`src/rtl/ffsa_pkg.sv`:
```
`timescale 1ns / 1ps
// ----------------------------------------------------------------------------
// ffsa_pkg
// shared constants for the first-fit segment allocator
// ----------------------------------------------------------------------------
package ffsa_pkg;

	localparam int POOL_WORDS_DEF   = 1024;
	localparam int MAX_SEGMENTS_DEF = 64;

	localparam int OP_W     = 1;
	localparam int SIZE_W   = 11;
	localparam int ADDR_W   = 10;
	localparam int STATUS_W = 2;

	localparam logic [OP_W-1:0] OP_ALLOC = 1'b0;
	localparam logic [OP_W-1:0] OP_FREE  = 1'b1;

	localparam logic [STATUS_W-1:0] ST_OK         = 2'd0;
	localparam logic [STATUS_W-1:0] ST_NO_SPACE   = 2'd1;
	localparam logic [STATUS_W-1:0] ST_TABLE_FULL = 2'd2;
	localparam logic [STATUS_W-1:0] ST_NO_SEGMENT = 2'd3;

endpackage

```
`src/rtl/ffsa_req_if.sv`:
```
`timescale 1ns / 1ps
// ----------------------------------------------------------------------------
// ffsa_req_if
// request channel: allocate or free
// ----------------------------------------------------------------------------
interface ffsa_req_if;
	logic                         valid;
	logic                         ready;
	logic [ffsa_pkg::OP_W-1:0]    operation;
	logic [ffsa_pkg::SIZE_W-1:0]  request_size;
	logic [ffsa_pkg::ADDR_W-1:0]  address;

	modport source (output valid, operation, request_size, address, input ready);
	modport sink (input valid, operation, request_size, address, output ready);
endinterface

```
`src/rtl/ffsa_rsp_if.sv`:
```
`timescale 1ns / 1ps
// ----------------------------------------------------------------------------
// ffsa_rsp_if
// response channel: status, start address and compaction flag
// ----------------------------------------------------------------------------
interface ffsa_rsp_if;
	logic                           valid;
	logic                           ready;
	logic [ffsa_pkg::STATUS_W-1:0]  status;
	logic [ffsa_pkg::ADDR_W-1:0]    start_address;
	logic                           compacted;

	modport source (output valid, status, start_address, compacted, input ready);
	modport sink (input valid, status, start_address, compacted, output ready);
endinterface

```
`src/rtl/ffsa_bank.sv`:
```
`timescale 1ns / 1ps
// ----------------------------------------------------------------------------
// ffsa_bank
// one segment table bank: single write port, registered read port
// ----------------------------------------------------------------------------
module ffsa_bank #(
	parameter int DEPTH = ffsa_pkg::MAX_SEGMENTS_DEF,
	parameter int WIDTH = 32
) (
	input  logic                     clk,
	input  logic                     we,
	input  logic [$clog2(DEPTH)-1:0] waddr,
	input  logic [WIDTH-1:0]         wdata,
	input  logic [$clog2(DEPTH)-1:0] raddr,
	output logic [WIDTH-1:0]         rdata
);

	logic [WIDTH-1:0] mem [DEPTH];

	always_ff @(posedge clk) begin
		if (we) begin
			mem[waddr] <= wdata;
		end
		rdata <= mem[raddr];
	end

endmodule

```
`src/rtl/first_fit_segment_allocator.sv`:
```
`timescale 1ns / 1ps
// ----------------------------------------------------------------------------
// first_fit_segment_allocator
// first-fit allocator over an address-ordered segment table, with merging
// of free neighbours and compaction when the pool is fragmented
// ----------------------------------------------------------------------------
//  channel  dir  payload
//  req      in   operation, request_size, address
//  rsp      out  status, start_address, compacted
//
//  a pass reads every segment of the table once; every request but a
//  zero-size allocate runs one pass, and a fragmented allocate up to three
//  (search, compaction, search again). S_DONE loads the response and
//  S_IDLE takes the next request. a pass reads the source bank through
//  the single read port of the table bank, one entry a cycle, and copies
//  it into the other bank.
//  no clearing pass after reset: the first pass reads the reset segment.
//  req is taken only between requests; a held response stalls the next one.
module first_fit_segment_allocator #(
	parameter int POOL_WORDS   = ffsa_pkg::POOL_WORDS_DEF,
	parameter int MAX_SEGMENTS = ffsa_pkg::MAX_SEGMENTS_DEF
) (
	input  logic          clk,
	input  logic          arst_n,
	ffsa_req_if.sink      req,
	ffsa_rsp_if.source    rsp
);

	localparam int AB  = (POOL_WORDS > 2) ? $clog2(POOL_WORDS) : 1;
	localparam int LB  = $clog2(POOL_WORDS + 1);
	localparam int EW  = AB + LB + 1;
	localparam int IW  = $clog2(MAX_SEGMENTS);
	localparam int CW  = $clog2(MAX_SEGMENTS + 1);
	localparam int SW  = (LB > ffsa_pkg::SIZE_W) ? LB : ffsa_pkg::SIZE_W;
	localparam int CA  = (AB > ffsa_pkg::ADDR_W) ? AB : ffsa_pkg::ADDR_W;

	typedef enum logic [1:0] {S_IDLE, S_PASS, S_FLUSH, S_DONE} state_t;
	typedef enum logic [1:0] {M_ALLOC, M_COMPACT, M_FREE} mode_t;

	state_t state_q;
	mode_t  mode_q;

	logic                           sel_q, init_q;
	logic [CW-1:0]                  count_q, rd_q, wr_q;
	logic                           rv_s1;
	logic [ffsa_pkg::SIZE_W-1:0]    size_q;
	logic [ffsa_pkg::ADDR_W-1:0]    addr_q;
	logic                           found_q, tfull_q, match_q, retry_q, comp_q;
	logic [AB-1:0]                  hit_start_q;
	logic [LB-1:0]                  total_q, next_q;
	logic                           pend_v_q;
	logic [EW-1:0]                  pend_q;
	logic [ffsa_pkg::STATUS_W-1:0]  res_status_q;
	logic [ffsa_pkg::ADDR_W-1:0]    res_where_q;

	logic                           rsp_v_q;
	logic [ffsa_pkg::STATUS_W-1:0]  rsp_status_q;
	logic [ffsa_pkg::ADDR_W-1:0]    rsp_where_q;
	logic                           rsp_comp_q;

	logic [EW-1:0] rdata0, rdata1, ent;
	logic [AB-1:0] e_st;
	logic [LB-1:0] e_ln;
	logic          e_us, used_n, full, hit, split;
	logic          we, pend_ld, pend_add, rd_go;
	logic [EW-1:0] wdata, pend_n;
	logic [CW-1:0] wcount_n;

	// source bank is sel_q, writes go to the other one
	ffsa_bank #(.DEPTH(MAX_SEGMENTS), .WIDTH(EW)) u_bank0 (
		.clk(clk), .we(we && sel_q), .waddr(wr_q[IW-1:0]), .wdata(wdata),
		.raddr(rd_q[IW-1:0]), .rdata(rdata0)
	);
	ffsa_bank #(.DEPTH(MAX_SEGMENTS), .WIDTH(EW)) u_bank1 (
		.clk(clk), .we(we && !sel_q), .waddr(wr_q[IW-1:0]), .wdata(wdata),
		.raddr(rd_q[IW-1:0]), .rdata(rdata1)
	);

	// until the first swap the table is the single reset segment
	assign ent  = init_q ? {AB'(0), LB'(POOL_WORDS), 1'b0} : (sel_q ? rdata1 : rdata0);
	assign e_st = ent[EW-1 -: AB];
	assign e_ln = ent[LB:1];
	assign e_us = ent[0];
	assign full = (count_q == CW'(MAX_SEGMENTS));
	assign rd_go = (state_q == S_PASS) && (rd_q < count_q);

	assign req.ready         = (state_q == S_IDLE);
	assign rsp.valid         = rsp_v_q;
	assign rsp.status        = rsp_status_q;
	assign rsp.start_address = rsp_where_q;
	assign rsp.compacted     = rsp_comp_q;

	always_comb begin
		we       = 1'b0;
		wdata    = '0;
		pend_ld  = 1'b0;
		pend_n   = '0;
		pend_add = 1'b0;
		hit      = 1'b0;
		split    = 1'b0;
		used_n   = e_us && (CA'(e_st) != CA'(addr_q));
		if (state_q == S_PASS && rv_s1) begin
			case (mode_q)
				M_ALLOC: begin
					hit   = !found_q && !e_us && (SW'(e_ln) >= SW'(size_q));
					split = SW'(e_ln) != SW'(size_q);
					if (hit) begin
						we    = !(split && full);
						wdata = {e_st, split ? LB'(size_q) : e_ln, 1'b1};
						if (split && !full) begin
							pend_ld = 1'b1;
							pend_n  = {AB'(SW'(e_st) + SW'(size_q)),
								LB'(SW'(e_ln) - SW'(size_q)), 1'b0};
						end
					end else begin
						we = 1'b1;
						if (pend_v_q) begin
							wdata   = pend_q;
							pend_ld = 1'b1;
							pend_n  = ent;
						end else begin
							wdata = ent;
						end
					end
				end
				M_COMPACT: begin
					we    = e_us;
					wdata = {AB'(next_q), e_ln, 1'b1};
				end
				M_FREE: begin
					if (pend_v_q && !pend_q[0] && !used_n) begin
						pend_add = 1'b1;
					end else begin
						we      = pend_v_q;
						wdata   = pend_q;
						pend_ld = 1'b1;
						pend_n  = {e_st, e_ln, used_n};
					end
				end
				default: begin
					we = 1'b0;
				end
			endcase
		end else if (state_q == S_FLUSH) begin
			if (mode_q == M_COMPACT) begin
				// free tail after the packed segments
				we    = (next_q < LB'(POOL_WORDS)) && (wr_q < CW'(MAX_SEGMENTS));
				wdata = {AB'(next_q), LB'(POOL_WORDS) - next_q, 1'b0};
			end else begin
				we    = pend_v_q;
				wdata = pend_q;
			end
		end
		wcount_n = wr_q + CW'(we);
	end

	always_ff @(posedge clk or negedge arst_n) begin
		if (!arst_n) begin
			state_q      <= S_IDLE;
			mode_q       <= M_ALLOC;
			sel_q        <= 1'b0;
			init_q       <= 1'b1;
			count_q      <= CW'(1);
			rd_q         <= '0;
			wr_q         <= '0;
			rv_s1        <= 1'b0;
			pend_v_q     <= 1'b0;
			found_q      <= 1'b0;
			tfull_q      <= 1'b0;
			match_q      <= 1'b0;
			retry_q      <= 1'b0;
			comp_q       <= 1'b0;
			rsp_v_q      <= 1'b0;
			rsp_status_q <= ffsa_pkg::ST_OK;
			rsp_where_q  <= '0;
			rsp_comp_q   <= 1'b0;
			res_status_q <= ffsa_pkg::ST_OK;
			res_where_q  <= '0;
			size_q       <= '0;
			addr_q       <= '0;
			hit_start_q  <= '0;
			total_q      <= '0;
			next_q       <= '0;
			pend_q       <= '0;
		end else begin
			if (rsp_v_q && rsp.ready && state_q != S_DONE) begin
				rsp_v_q <= 1'b0;
			end
			rv_s1 <= rd_go;
			if (rd_go) begin
				rd_q <= rd_q + CW'(1);
			end
			if (we && state_q == S_PASS) begin
				wr_q <= wcount_n;
			end
			if (pend_ld) begin
				pend_q   <= pend_n;
				pend_v_q <= 1'b1;
			end else if (pend_add) begin
				pend_q[LB:1] <= pend_q[LB:1] + e_ln;
			end
			if (state_q == S_PASS && rv_s1) begin
				if (mode_q == M_ALLOC) begin
					if (!e_us) begin
						total_q <= total_q + e_ln;
					end
					if (hit) begin
						found_q     <= 1'b1;
						hit_start_q <= e_st;
						tfull_q     <= split && full;
					end
				end
				if (mode_q == M_COMPACT && e_us) begin
					next_q <= next_q + e_ln;
				end
				if (mode_q == M_FREE && CA'(e_st) == CA'(addr_q)) begin
					match_q <= 1'b1;
				end
			end

			case (state_q)
				S_IDLE: begin
					if (req.valid) begin
						size_q   <= req.request_size;
						addr_q   <= req.address;
						comp_q   <= 1'b0;
						retry_q  <= 1'b0;
						rd_q     <= '0;
						wr_q     <= '0;
						pend_v_q <= 1'b0;
						found_q  <= 1'b0;
						tfull_q  <= 1'b0;
						match_q  <= 1'b0;
						total_q  <= '0;
						next_q   <= '0;
						if (req.operation == ffsa_pkg::OP_ALLOC &&
							req.request_size == '0) begin
							res_status_q <= ffsa_pkg::ST_NO_SPACE;
							res_where_q  <= '0;
							state_q      <= S_DONE;
						end else begin
							mode_q  <= (req.operation == ffsa_pkg::OP_FREE) ? M_FREE : M_ALLOC;
							state_q <= S_PASS;
						end
					end
				end
				S_PASS: begin
					if (!rd_go && !rv_s1) begin
						state_q <= S_FLUSH;
					end
				end
				S_FLUSH: begin
					// next pass starts from scratch
					rd_q     <= '0;
					wr_q     <= '0;
					pend_v_q <= 1'b0;
					found_q  <= 1'b0;
					tfull_q  <= 1'b0;
					total_q  <= '0;
					next_q   <= '0;
					res_where_q <= (mode_q == M_ALLOC && found_q && !tfull_q) ?
						ffsa_pkg::ADDR_W'(hit_start_q) : '0;
					state_q  <= S_DONE;
					case (mode_q)
						M_ALLOC: begin
							if (found_q && tfull_q) begin
								res_status_q <= ffsa_pkg::ST_TABLE_FULL;
							end else if (found_q) begin
								sel_q        <= ~sel_q;
								init_q       <= 1'b0;
								count_q      <= wcount_n;
								res_status_q <= ffsa_pkg::ST_OK;
							end else if (!retry_q && SW'(total_q) >= SW'(size_q)) begin
								mode_q  <= M_COMPACT;
								state_q <= S_PASS;
							end else begin
								res_status_q <= ffsa_pkg::ST_NO_SPACE;
							end
						end
						M_COMPACT: begin
							sel_q   <= ~sel_q;
							init_q  <= 1'b0;
							count_q <= wcount_n;
							comp_q  <= 1'b1;
							retry_q <= 1'b1;
							mode_q  <= M_ALLOC;
							state_q <= S_PASS;
						end
						M_FREE: begin
							if (match_q) begin
								sel_q        <= ~sel_q;
								init_q       <= 1'b0;
								count_q      <= wcount_n;
								res_status_q <= ffsa_pkg::ST_OK;
							end else begin
								res_status_q <= ffsa_pkg::ST_NO_SEGMENT;
							end
						end
						default: begin
							res_status_q <= ffsa_pkg::ST_NO_SPACE;
						end
					endcase
				end
				S_DONE: begin
					if (!rsp_v_q || rsp.ready) begin
						rsp_v_q      <= 1'b1;
						rsp_status_q <= res_status_q;
						rsp_where_q  <= res_where_q;
						rsp_comp_q   <= comp_q;
						state_q      <= S_IDLE;
					end
				end
				default: begin
					state_q <= S_IDLE;
				end
			endcase
		end
	end

endmodule
```
`src/flat_wrapper.sv`:
```
// flat-port wrapper written by rule: the top's interface ports become plain ports
module first_fit_segment_allocator_flat 
#(
	parameter int POOL_WORDS   = ffsa_pkg::POOL_WORDS_DEF,
	parameter int MAX_SEGMENTS = ffsa_pkg::MAX_SEGMENTS_DEF
)
  (clk, arst_n, req_valid, req_operation, req_request_size, req_address, req_ready, rsp_valid, rsp_status, rsp_start_address, rsp_compacted, rsp_ready);
  ffsa_req_if req_i ();
  ffsa_rsp_if rsp_i ();
  input  logic clk;
  input  logic arst_n;
  input wire logic [$bits(req_i.valid)-1:0] req_valid;
  input wire logic [$bits(req_i.operation)-1:0] req_operation;
  input wire logic [$bits(req_i.request_size)-1:0] req_request_size;
  input wire logic [$bits(req_i.address)-1:0] req_address;
  output wire logic [$bits(req_i.ready)-1:0] req_ready;
  output wire logic [$bits(rsp_i.valid)-1:0] rsp_valid;
  output wire logic [$bits(rsp_i.status)-1:0] rsp_status;
  output wire logic [$bits(rsp_i.start_address)-1:0] rsp_start_address;
  output wire logic [$bits(rsp_i.compacted)-1:0] rsp_compacted;
  input wire logic [$bits(rsp_i.ready)-1:0] rsp_ready;
  assign req_i.valid = req_valid;
  assign req_i.operation = req_operation;
  assign req_i.request_size = req_request_size;
  assign req_i.address = req_address;
  assign req_ready = req_i.ready;
  assign rsp_valid = rsp_i.valid;
  assign rsp_status = rsp_i.status;
  assign rsp_start_address = rsp_i.start_address;
  assign rsp_compacted = rsp_i.compacted;
  assign rsp_i.ready = rsp_ready;
  first_fit_segment_allocator #(.POOL_WORDS(POOL_WORDS), .MAX_SEGMENTS(MAX_SEGMENTS)) u_core (.clk(clk), .arst_n(arst_n), .req(req_i), .rsp(rsp_i));
endmodule
```
`config.mk`:
```
export PLATFORM = sky130hd
export DESIGN_NAME = first_fit_segment_allocator_flat
export DESIGN_NICKNAME = d
export VERILOG_FILES = /design/src/rtl/ffsa_pkg.sv /design/src/rtl/ffsa_req_if.sv /design/src/rtl/ffsa_rsp_if.sv /design/src/rtl/ffsa_bank.sv /design/src/rtl/first_fit_segment_allocator.sv /design/src/flat_wrapper.sv
export SDC_FILE = /design/constraint.sdc
export NUM_CORES = 2
export LEC_CHECK = 0
export BUFFER_PORTS_ARGS = -buffer_cell sky130_fd_sc_hd__buf_2
export CAP_MARGIN = 0
export CORE_ASPECT_RATIO = 2
export CORE_MARGIN = 1
export CORE_UTILIZATION = 60
export DETAILED_ROUTE_END_ITERATION = 8
export PLACE_DENSITY = 0.75
export SYNTH_ARGS = -nofsm -noshare
export SYNTH_HDL_FRONTEND = slang
export SYNTH_SLANG_ARGS = --single-unit
```
`constraint.sdc`:
```
create_clock -name clk -period 22.1 [get_ports clk]
set_clock_uncertainty 0.15 [all_clocks]
set_input_delay 2.21 -clock clk [delete_from_list [all_inputs] [get_ports clk]]
set_output_delay 2.21 -clock clk [all_outputs]
set_load 0.005 [all_outputs]
```
* Word level (Yosys, flattened, before mapping)
Memory sizes are Yosys's and may differ from the RTL's. A register that Yosys moved wholly into a read port is not among the register bits. Cells that the tools add are included.
Word-level totals: bits in registers 134, RAM bits 2816, input bits 26, logic and storage cells 240, memories kept 2
Operators by class: $add $sub $neg 8, $lt $le $gt $ge 5, equality and inequality tests 25, mux-type cells 120, bitwise logic cells 2, reductions and logical operators 52
Memories:
- u_core.u_bank0.mem | words 64, bits a word 22, read ports 1, clocked after memory_dff 1, write ports 1, line ffsa_bank.sv:18 | logic [WIDTH-1:0] mem [DEPTH];
- u_core.u_bank1.mem | words 64, bits a word 22, read ports 1, clocked after memory_dff 1, write ports 1, line ffsa_bank.sv:18
Operators with widths (count):
- $mux W22 | 13
- $mux W11 | 10
- $pmux W22 S3 | 1
- $mux W7 | 7
- $mux W1 | 46
- $pmux W11 S2 | 2
- $pmux W22 S2 | 1
- $mux W2 | 19
- $add A11 B11 Y11 | 3
- $mux W10 | 3
- $pmux W7 S2 | 2
- $logic_and A1 B1 Y1 | 24
- $ge A11 B11 Y1 | 2
- $pmux W7 S3 | 1
- $pmux W10 S2 | 1
- $pmux W2 S2 | 4
- $ne A2 B2 Y1 const B | 7
- $logic_not A1 Y1 | 12
- $ne A3 B3 Y1 const B | 4
- $reduce_and A3 Y1 | 4
- $logic_not A11 Y1 | 1
- $lt A11 B11 Y1 const B | 1
- $ne A11 B11 Y1 | 1
- $sub A11 B11 Y11 | 1
- 25 further kinds | 42

* Longest topological paths before layout
word-level depth 13, depth in mapped cells 22, mapped depth without buffers 19

* By module
Synthesis repeated with hierarchy kept, for this count alone.
Unflattened totals: cells, all modules 5831, area, all modules 118351.0 sq um
Modules (own cells, without submodules):
- ffsa_bank (u_core.u_bank0) | times used 1, cells an instance 2410, area each 54496.0 sq um, seq. area each 42721.0 sq um
- ffsa_bank (u_core.u_bank1) | times used 1, cells an instance 2349, area each 54260.8 sq um, seq. area each 42721.0 sq um
- first_fit_segment_allocator | times used 1, cells an instance 1072, area each 9594.2 sq um, seq. area each 3355.7 sq um

* Least setup slack after synthesis
OpenSTA, ideal clock, no wires.
path kind register to register, from reg u_core.sel_q, to mem u_core.u_bank0.mem[0][10] in the netlist's numbering (data pin), arrival time 8736 ps, required time 20726 ps, path slack 11991 ps, cell stages (with the launch flop) 15, buffers on the path 4, period minus slack after synthesis 10109 ps, cell sequence dfrtp_1 -> buf_6 -> buf_6 -> buf_1 -> mux2i_1 -> nor2_1 -> ha_1 -> nor2b_1 -> o31a_1 -> o31ai_1 -> a21oi_1 -> nand2_1 -> clkbuf_1 -> o21ai_0 -> o31ai_1
On the way: cells in the longest elaborated chain, start to end 9, elaborated cells between the ends (all ways) 17, classes of those cells order compare (1); eq/ne (2); mux (8); reduce/logical (6)
RTL lines:
- from (decl) | line first_fit_segment_allocator.sv:43 | logic sel_q, init_q;
- from (signal assigned) | line first_fit_segment_allocator.sv:269 | sel_q <= ~sel_q;
- from (signal assigned) | line first_fit_segment_allocator.sv:281 | sel_q <= ~sel_q;
- from (signal assigned) | line first_fit_segment_allocator.sv:291 | sel_q <= ~sel_q;
- $mux W22 (*) (2 in series) | line first_fit_segment_allocator.sv:80 | assign ent = init_q ? {AB'(0), LB'(POOL_WORDS), 1'b0} : (sel_q ? rdata1 : rdata0);
- parallel branches: the longest is 5 deep, another holds $ge A11 B11 Y1
- $pmux W22 S3 (*) | line first_fit_segment_allocator.sv:103 | case (mode_q)
- $mux W22 (*) | line first_fit_segment_allocator.sv:102 | if (state_q == S_PASS && rv_s1) begin
- net u_core.u_bank0.wdata[10] | line ffsa_bank.sv:13 | input logic [WIDTH-1:0] wdata,
- to (decl) | line ffsa_bank.sv:18
Mark *: on every way through the listed nets, which the timed path passes.

* Worst setup path after layout
from reg u_core.sel_q, to mem u_core.u_bank0.mem[12][14] in the netlist's numbering (data pin)
Same word-level chain as after synthesis.

==> metrics.yaml <==
run_status:
  outcome: "completed"
setup_path:
  worstRegToRegCells: 15
  cp.required_ns: 22.51
  critPathMaxFanout: 65
  path_class: "reg -> reg"
  slowest_stage: "a22o_1"
  cp-start-kind: "flop"
  cp-end-kind: "flop"
  path_common_cell: "buf_4"
  cp_cell_sequence: "buf_4 -> mux2i_1 -> nor2_1 -> buf_4 -> ha_1 -> o21a_1 -> o31a_1 -> o31ai_1 -> a21o_1 -> a21o_1 -> a21o_1 -> a22o_1 -> o2bb2ai_4 -> buf_4 -> buf_4"
  worstPathArrival_ns: 7.53
  critPathTopFamily: "compound AO/OA/AOI/OAI gates"
  cp_num_cells: 15
  crit_buf_inv: 4
  crit_path_max_incr_delay_ns: 0.93
route:
  wl_per_cell_um: 36.91
  drt-pass1-iter-count: 6
  drc: 0
  via_per_inst: 6.873
  wl_um: 308000
  ant_nets: 0
  drt_iter0_drc: 6694
  vias: 57355
clock_network:
  cts_tree: "done"
  insertion_delay_ns: 0.90
  cts_made_buffers: 235
  holdBufCountCts: 0
  max-clock-path-buffers: 4
  clock-sinks: 2994
  path_clk_slew_ns: 0.07
  cts_resized: 0
  h-tree-depth: 4
  cts_root_buf: "clkbuf_16"
  cts_setup_buffers: 0
final_layout:
  syn2layout_area_growth_pct: 10.61
  drive_gt1_share_pct: 30.37
  layout.cells.non_filler: 8345
  stdcell_area_um2: 130600
  fin_nets: 5671
  utilization_pct: 66.65
  n_fill_cell: 11769
pwr:
  net-switching-power_mw: 5.181
  p_total_mw: 16.31
  p_clk_share_pct: 26.7
  pwr-share-seq_pct: 44.1
  switching_share_pct: 31.78
  leakage_nw: 41.19
  power.internal_mw: 11.12
  vdd_ir_drop_max_v: 0.00009532
  combPwrFrac_pct: 29.3
  powerDensity_nw_per_um2: 124.8
timing:
  relSlewSlack_pct: 10.29
  tns_ns: 0
  slew_violations: 0
  max_freq_ghz: 0.1404
  rsz0062_at_grt: "false"
  hold_violations: 0
  post-route-period-util_pct: 32.23
  worst_pin_slew_ns: 1.344
  final.min_clock_period_ns: 7.122
  setup_viol: 0
floorplanning:
  ioPinCount: 41
  dieArea_um2: 198700
  coreArea_um2: 196000
  rows: 230
  start_util_pct: 60.25
  fp.dieH_um: 629.4
  die_width_um: 315.7
logic_synthesis:
  synthesis.area_um2: 118100
  yosysTopAreaCellShare_pct: 71.62
  synth_cells: 5359
  synth_ff_type: "edfxtp_1"
  muxShareOfSynthArea_pct: 18.29
  synth_seq_area_share_pct: 75.20
  avgSynthCellArea_um2: 22.03
  yosys-top-cells-count: "edfxtp_1 (2816), mux4_2 (909), nor2_1 (228)"
  ys_async_sr_fraction_pct: 4.476
  yosysMostFrequentCell: "edfxtp_1"
  synth_top_area_cell: "edfxtp_1"
  synth_xor_area_share_pct: 0.4005
  syn_nets: 5457
  synth-simple-area-share_pct: 2.023
  ys_seq_elements: 2994
  synth_top_family_by_area: "multiplexers"
  synthTopCellsByArea: "edfxtp_1 (72%), mux4_2 (17%), dfrtp_1 (2.8%), dfxtp_1 (0.75%), nor2_1 (0.72%)"
  synthAdderAreaFrac_pct: 0.8032
  synth_compound_area_share_pct: 2.149
  ys_warn_count: 0
  synth_edf_count: 2816
  ys_types: 83
global_routing:
  antenna_found_initial: 22
  track_usage_pct: 31.58
  grt_overflow: 0
  grt_pass1_wl_um: 434900
  grt_max_degree: 138
  first_global_vias: 58910
placement:
  post-dp-hpwl_um: 184200
  placed_cells: 7888
  port_buffers: 40
  place.gp.congestion: 0.9773
  post_dp_cell_area_um2: 122700
flow_run:
  drv_cap: 0
hold_path:
  hold_path.class: "reg -> reg"
  hold-path-cell-count: 1
## metrics by stage
stage               hold slack, ns  setup slack [ns]
floorplan                   0.3016             11.99
global placement            0.3157             15.27
detailed placement          0.3303             15.13
CTS                         0.3398             15.09
global route                0.3554             14.71
finish                      0.3361             14.98
## worst paths after layout
check | startpoint | to | slack [ns]
setup / recovery | u_core.sel_q | u_core.u_bank0.mem[12][14] | 14.98
hold / removal | u_core.total_q[10] | u_core.total_q[10] | 0.34
setup reg to reg | u_core.sel_q | u_core.u_bank0.mem[12][14] | 14.98
hold reg to reg | u_core.total_q[10] | u_core.total_q[10] | 0.34
max in group asynchronous | arst_n | u_core.rsp.start_address[2] | 19.20
min in group asynchronous | arst_n | u_core.total_q[4] | 1.18
## metal layers
metal  up-vias  share of wire (%)  global-route usage, %
met5         -              0.019                      0
met1     30353                 32                  36.10
met2      3231                 52                  52.99
met4         8                9.4                  25.79
met3       816                7.1                  4.302
li1      22947                  -                      -
## power by group through the flow
stage	logic, mW	registers, mW	clock network (mW)
after CTS	4.77	7.17	4.39
after global routing	4.99	7.19	4.57
final	4.77	7.18	4.35
after detailed placement	4.74	7.30	0
after floorplan	2.99	7.29	0
after global placement	4.66	7.29	0
## placed cells by master (no fill, tap or decap), types with 33 or more instances in the layout
master | netlist | layout
ha_1 | 67 | 67
o21ai_0 | 95 | 91
bufinv_16 | 0 | 33
inv_1 | 55 | 55
buf_2 | 25 | 39
nor2_1 | 228 | 98
nor2_2 | 1 | 131
a21oi_1 | 70 | 70
nand3_1 | 39 | 38
dfrtp_1 | 132 | 126
clkinv_2 | 0 | 38
xnor2_1 | 35 | 35
mux2_2 | 53 | 53
mux2i_1 | 51 | 51
mux4_2 | 909 | 909
clkinv_1 | 1 | 45
nand2_1 | 129 | 129
clkbuf_16 | 0 | 240
buf_4 | 8 | 209
clkbuf_1 | 167 | 38
dfxtp_1 | 44 | 44
edfxtp_1 | 2816 | 2816
## flip-flops by register name, indices dropped and copies added (netlist names), 11 cells and up
name                  cells
u_core.u_bank1.rdata     22
u_core.total_q           11
u_core.u_bank0.mem     1408
u_core.pend_q            22
u_core.u_bank0.rdata     22
u_core.size_q            11
u_core.next_q            11
u_core.u_bank1.mem     1408
## area by class of cell
class / instances / area, um^2 / share of cell area [%]
Sequential cell: 2994 / 88820 / 68.01
Multi-Input combinational cell: 2031 / 28630 / 21.92
Clock buffer: 282 / 6186 / 4.736
Tap cell: 2552 / 3193 / 2.445
Timing Repair Buffer: 255 / 1896 / 1.451
Clock inverter: 144 / 1595 / 1.221
Inverter: 56 / 210.2 / 0.1609
Antenna cell: 31 / 77.57 / 0.05939
## cells by family after synthesis
group           count (synthesis)
compound gates                361
xor+xnor                       54
fa+ha+maj                      73
flops                        2994
buf+inv                       334
mux                          1014
simple gates                  529
Note: power is estimated with default switching activity, not from simulation.
